$ cat config.mk
export PLATFORM = sky130hd
export DESIGN_NAME = sctab_div
export DESIGN_NICKNAME = d
export VERILOG_FILES = /design/src/design/sctab_pkg.sv /design/src/design/sctab_div.sv
export SDC_FILE = /design/constraint.sdc
export NUM_CORES = 1
export LEC_CHECK = 0
export ABC_AREA = 0
export BUFFER_PORTS_ARGS = -buffer_cell sky130_fd_sc_hd__buf_2
export CORE_MARGIN = 5
export CORE_UTILIZATION = 58
export CTS_CLUSTER_SIZE = 24
export DETAILED_ROUTE_END_ITERATION = 10
export MAX_ROUTING_LAYER = met4
export PLACE_DENSITY = 0.86
export SLEW_MARGIN = 20
export SYNTH_ARGS = -nofsm -noshare
export SYNTH_HDL_FRONTEND = slang
export SYNTH_SLANG_ARGS = --single-unit
$ cat constraint.sdc
create_clock -name i_clk -period 6.67 [get_ports i_clk]
set_input_delay 2.001 -clock i_clk [delete_from_list [all_inputs] [get_ports i_clk]]
set_output_delay 2.001 -clock i_clk [all_outputs]
set_load 0.1 [all_outputs]
$ cat src/design/sctab_pkg.sv
// Package for the S-curve step ramp table: word types, widths and constants.
// Used by sctab_div and s_curve_step_ramp_table; depends on nothing.
package sctab_pkg;

    localparam int TABLE_DEPTH_DEF = 64;
    localparam int SPD_W  = 26;          // speed word, steps per second
    localparam int DIV_NW = 46;          // dividend width of the shared divider
    localparam int DIV_DW = 26;          // divisor width of the shared divider

    // Reciprocals for the fixed divisions: x / 60 is (x >> 2) / 15 and
    // x / 2000000 is (x >> 7) / 15625, each taken as a multiply and a shift.
    localparam logic [29:0] RECIP_15    = 30'd572662307;    // ceil(2^33 / 15)
    localparam logic [40:0] RECIP_15625 = 41'd1152921504607; // ceil(2^54 / 15625)

    localparam logic [1:0] CFG_FULL_STEPS = 2'd0;
    localparam logic [1:0] CFG_MICROSTEPS = 2'd1;
    localparam logic [1:0] CFG_MIN_PULSES = 2'd2;

    localparam logic CMD_RAMP = 1'b0;

    typedef struct packed {
        logic        cmd;
        logic [11:0] start_rpm;
        logic [11:0] end_rpm;
        logic [5:0]  ramp_intervals;
        logic [19:0] interval_us;
    } t_cmd;

    typedef struct packed {
        logic [5:0]  level_index;
        logic [31:0] pulses_per_interval;
        logic [15:0] hold_intervals;
        logic [39:0] cumulative_pulses;
        logic        empty_res;
        logic        last;
    } t_result;

    typedef struct packed {
        logic              start;
        logic [DIV_NW-1:0] dividend;
        logic [DIV_DW-1:0] divisor;
    } t_div_req;

    typedef struct packed {
        logic              done;
        logic [DIV_NW-1:0] quot;
        logic [DIV_DW-1:0] rem;
    } t_div_rsp;

endpackage

$ cat src/design/sctab_div.sv
// Restoring divider, one quotient bit per cycle, shared by the divisions by a varying divisor.
// Depends on sctab_pkg for the request and response structs.
module sctab_div
    import sctab_pkg::*;
(
    input  logic     i_clk,
    input  logic     i_rst_n,
    input  t_div_req i_req,
    output t_div_rsp o_rsp
);

    logic              r_busy;
    logic              r_done;
    logic [5:0]        r_cnt;
    logic [DIV_NW-1:0] r_quo;
    logic [DIV_DW-1:0] r_rem;
    logic [DIV_DW-1:0] r_dvs;
    logic [DIV_DW:0]   n_shift;
    logic              n_ge;

    always_comb begin
        n_shift = {r_rem, r_quo[DIV_NW-1]};
        n_ge    = (n_shift >= {1'b0, r_dvs});
    end

    always_ff @(posedge i_clk) begin
        if (!i_rst_n) begin
            r_busy <= 1'b0;
            r_done <= 1'b0;
            r_cnt  <= '0;
        end else begin
            r_done <= 1'b0;
            if (i_req.start) begin
                r_busy <= 1'b1;
                r_cnt  <= '0;
                r_quo  <= i_req.dividend;
                r_rem  <= '0;
                r_dvs  <= i_req.divisor;
            end else if (r_busy) begin
                r_quo <= {r_quo[DIV_NW-2:0], n_ge};
                r_rem <= n_ge ? DIV_DW'(n_shift - {1'b0, r_dvs}) : n_shift[DIV_DW-1:0];
                r_cnt <= r_cnt + 6'd1;
                if (r_cnt == 6'(DIV_NW - 1)) begin
                    r_busy <= 1'b0;
                    r_done <= 1'b1;
                end
            end
        end
    end

    assign o_rsp.done = r_done;
    assign o_rsp.quot = r_quo;
    assign o_rsp.rem  = r_rem;

endmodule

==> flow_metrics.env <==
export IMPL_clock_sinks=106
export IMPL_synth_main_ff_cell="edfxtp_1"
export IMPL_setup_tns_ns=0
export IMPL_ys_types=60
export IMPL_maxSlewHeadroom_pct=41.5
export IMPL_grt_pass1_vias=5044
export IMPL_antenna_found_initial=1
export IMPL_worst_pin_slew_ns=0.874
export IMPL_first_pass_iters=5
export IMPL_clk_pin_slew_ns=0.10
export IMPL_rsz0062_at_grt="false"
export IMPL_post_drt_wl_per_cell_um=19.2
export IMPL_avgSynthCellArea_um2=11.7
export IMPL_rr_startpoint="r_rem[15]"
export IMPL_yosys_warnings=0
export IMPL_area_growth_pct=16.4
export IMPL_max_vdd_ir_drop_uv=195
export IMPL_yosysTopAreaCell="edfxtp_1"
export IMPL_fp_dieW_um=112
export IMPL_rr_endpoint="r_rem[22]"
export IMPL_powerDensity_nw_per_um2=269
export IMPL_clock_path_buffers=2
export IMPL_preCtsSetupSlack_ns=2.31
export IMPL_setup_viol_count_final=0
export IMPL_nets=757
export IMPL_final_common_cell="buf_2"
export IMPL_htree_levels=3
export IMPL_path_cells="buf_2, buf_4, and2_1, buf_4"
export IMPL_path_class="primary input to register"
export IMPL_hold_violations=0
export IMPL_post_cts_buffers=0
export IMPL_numPortBuffers=147
export IMPL_yosys_register_bits=106
export IMPL_critPathRequiredTime_ns=6.75
export IMPL_hpwlAfterDp_um=11300
export IMPL_grt_pass1_wl_um=24400
export IMPL_p_leak_nw=2.89
export IMPL_period_share_pct=59.0
export IMPL_ioPinCount=148
export IMPL_first_iter_violations=317
export IMPL_fin_area_um2=7010
export IMPL_slowest_stage="and2_1"
export IMPL_worstSkewPairLatency_ns=0.39
export IMPL_outcome="complete, no violations"
export IMPL_cts_resized=0
export IMPL_hold_path_end="r_cnt[5]"
export IMPL_gp_congestion=0.947
export IMPL_end_kind="register"
export IMPL_synth_top_area_share_pct=48.9
export IMPL_worstPathMaxFanout=52
export IMPL_die_h_um=112
export IMPL_hold_class="register to register"
export IMPL_row_count=37
export IMPL_max_freq_ghz=0.254
export IMPL_cts_tree="yes"
export IMPL_worst_slack_ns=2.74
export IMPL_place_area_um2=6820
export IMPL_reg2regPathDepth=8
export IMPL_seq_area_frac_synth_pct=51.5
export IMPL_max_stage_delay_ns=0.64
export IMPL_holdBufCountCts=0
export IMPL_mostFrequentLayoutCells="buf_2, edfxtp_1, mux2_2, nand2_1, a21oi_1"
export IMPL_netlist_area_um2=6020
export IMPL_holdWs_ns=0.506
export IMPL_post_route_min_period_ns=3.93
export IMPL_critPathLaunchType="primary input"
export IMPL_grt_max_degree=53
export IMPL_postRouteAntennaNets=0
export IMPL_max_cap_violations=0
export IMPL_grt_total_usage_pct=25.4
export IMPL_layout_drive_gt1_share_pct=38.0
export IMPL_cts_root_buffer="clkbuf_8"
export IMPL_drc=0
export IMPL_totalWireLength_um=15300
export IMPL_synth_area_top_cells="edfxtp_1, mux2_2, ha_1, a21oi_1, dfxtp_1"
export IMPL_synth_edf_count=98
export IMPL_netlist_instances=517
export IMPL_cp_arrival_ns=4.01
export IMPL_syn_num_nets=621
export IMPL_worst_r2r_setup_slack_ns=3.47
export IMPL_crit_path_frequent_cell="buf_4"
export IMPL_skew_ns=0.00982
export IMPL_grt_overflow=0
export IMPL_hold_depth=2
export IMPL_die_area_um2=12500
export IMPL_initial_core_util_pct=58.9
export IMPL_viasPerCell=5.94
export IMPL_core_area_um2=10200
export IMPL_numCtsBuffers=9
export IMPL_hold_start="r_cnt[5]"
export IMPL_synthArstFlopShare_pct=0
export IMPL_via_count=4721
export IMPL_drv_slew=0
==> synth_stat cells (2+ instances only) <==
library cell  count
o21ai_1           7
o21bai_1          5
buf_1             4
buf_2             9
o21a_1            2
dfxtp_1           8
nand3_1          16
o211ai_1          9
or3_1             6
o21ai_0          20
o22ai_1           4
a21oi_2          14
mux2_2           47
xor2_1           12
nand4_1           8
nor2_1           19
inv_1            33
a31oi_1           2
nand2_1          39
ha_1             28
a21oi_1          36
edfxtp_1         98
buf_4             4
xnor2_1           8
a211o_1           3
nand3_2          11
nor3_1           10
a211oi_1          5
clkbuf_1          7
and3_1            3
a21o_1           11
==> registers in the layout, indices dropped and copies added (netlist names) <==
name and count:
r_busy 1, r_cnt 6, r_done 1, r_dvs 26, r_quo 46, r_rem 26
==> worst max-delay path, delay by kind of cell <==
| family | cells | cell delay [ns] |
|---|---|---|
| buffers and inverters | 3 | 1.32 |
| AND/OR/NAND/NOR | 1 | 0.64 |
==> cell families after synthesis <==
family	after synthesis	share of synthesized area, %
XOR/XNOR	20	2.91
multiplexers	48	8.95
adder cells (fa/ha/maj)	29	6.15
AND/OR/NAND/NOR	123	11.3
flip-flops	106	51.5
AO/OA/AOI/OAI	131	14.7
buffers and inverters	60	4.49
==> per-stage QoR <==
stage	std cells	power (mW)	utilization (%)
final	795	1.89	68.5
after detailed placement	778	1.51	66.6
after global placement	778	1.50	66.6
after floorplan	517	1.38	-
after CTS	794	1.89	68.4
after global routing	795	1.98	68.5
==> worst max-delay path by stage <==
stage | startpoint | to | cells past startpoint
floorplan | i_req[72] | r_quo[0] | 3
global placement | i_req[72] | r_dvs[8] | 4
detailed placement | i_req[72] | r_dvs[9] | 4
CTS | i_req[72] | r_dvs[14] | 4
global route | i_req[72] | r_dvs[14] | 4
finish | i_req[72] | r_dvs[14] | 4
==> layer usage <==
layer / routed length, µm / GRT usage, %
met5: 0 / -
met4: 306 / 8.76
met3: 1420 / 8.48
met2: 7770 / 43.6
met1: 5750 / 27.6
==> layout make-up <==
| cell class | count | area (µm²) |
|---|---|---|
| fill | 746 | 3220 |
| sequential | 106 | 3100 |
| multi-input combinational | 351 | 2660 |
| timing repair buffer | 151 | 766 |
| tap | 136 | 170 |
| clock buffer | 11 | 141 |
| inverter | 34 | 128 |
| clock inverter | 5 | 43.8 |
| antenna | 1 | 2.50 |
==> power breakdown <==
group / total, mW / leakage, nW / switching [mW] / internal (mW)
combinational: 0.682 / 1.79 / 0.495 / 0.188
clock: 0.384 / 0.0953 / 0.232 / 0.152
sequential: 0.823 / 1.00 / 0.0329 / 0.790
total: 1.89 / 2.89 / 0.759 / 1.13
Note: power is estimated with default switching activity, not from simulation.
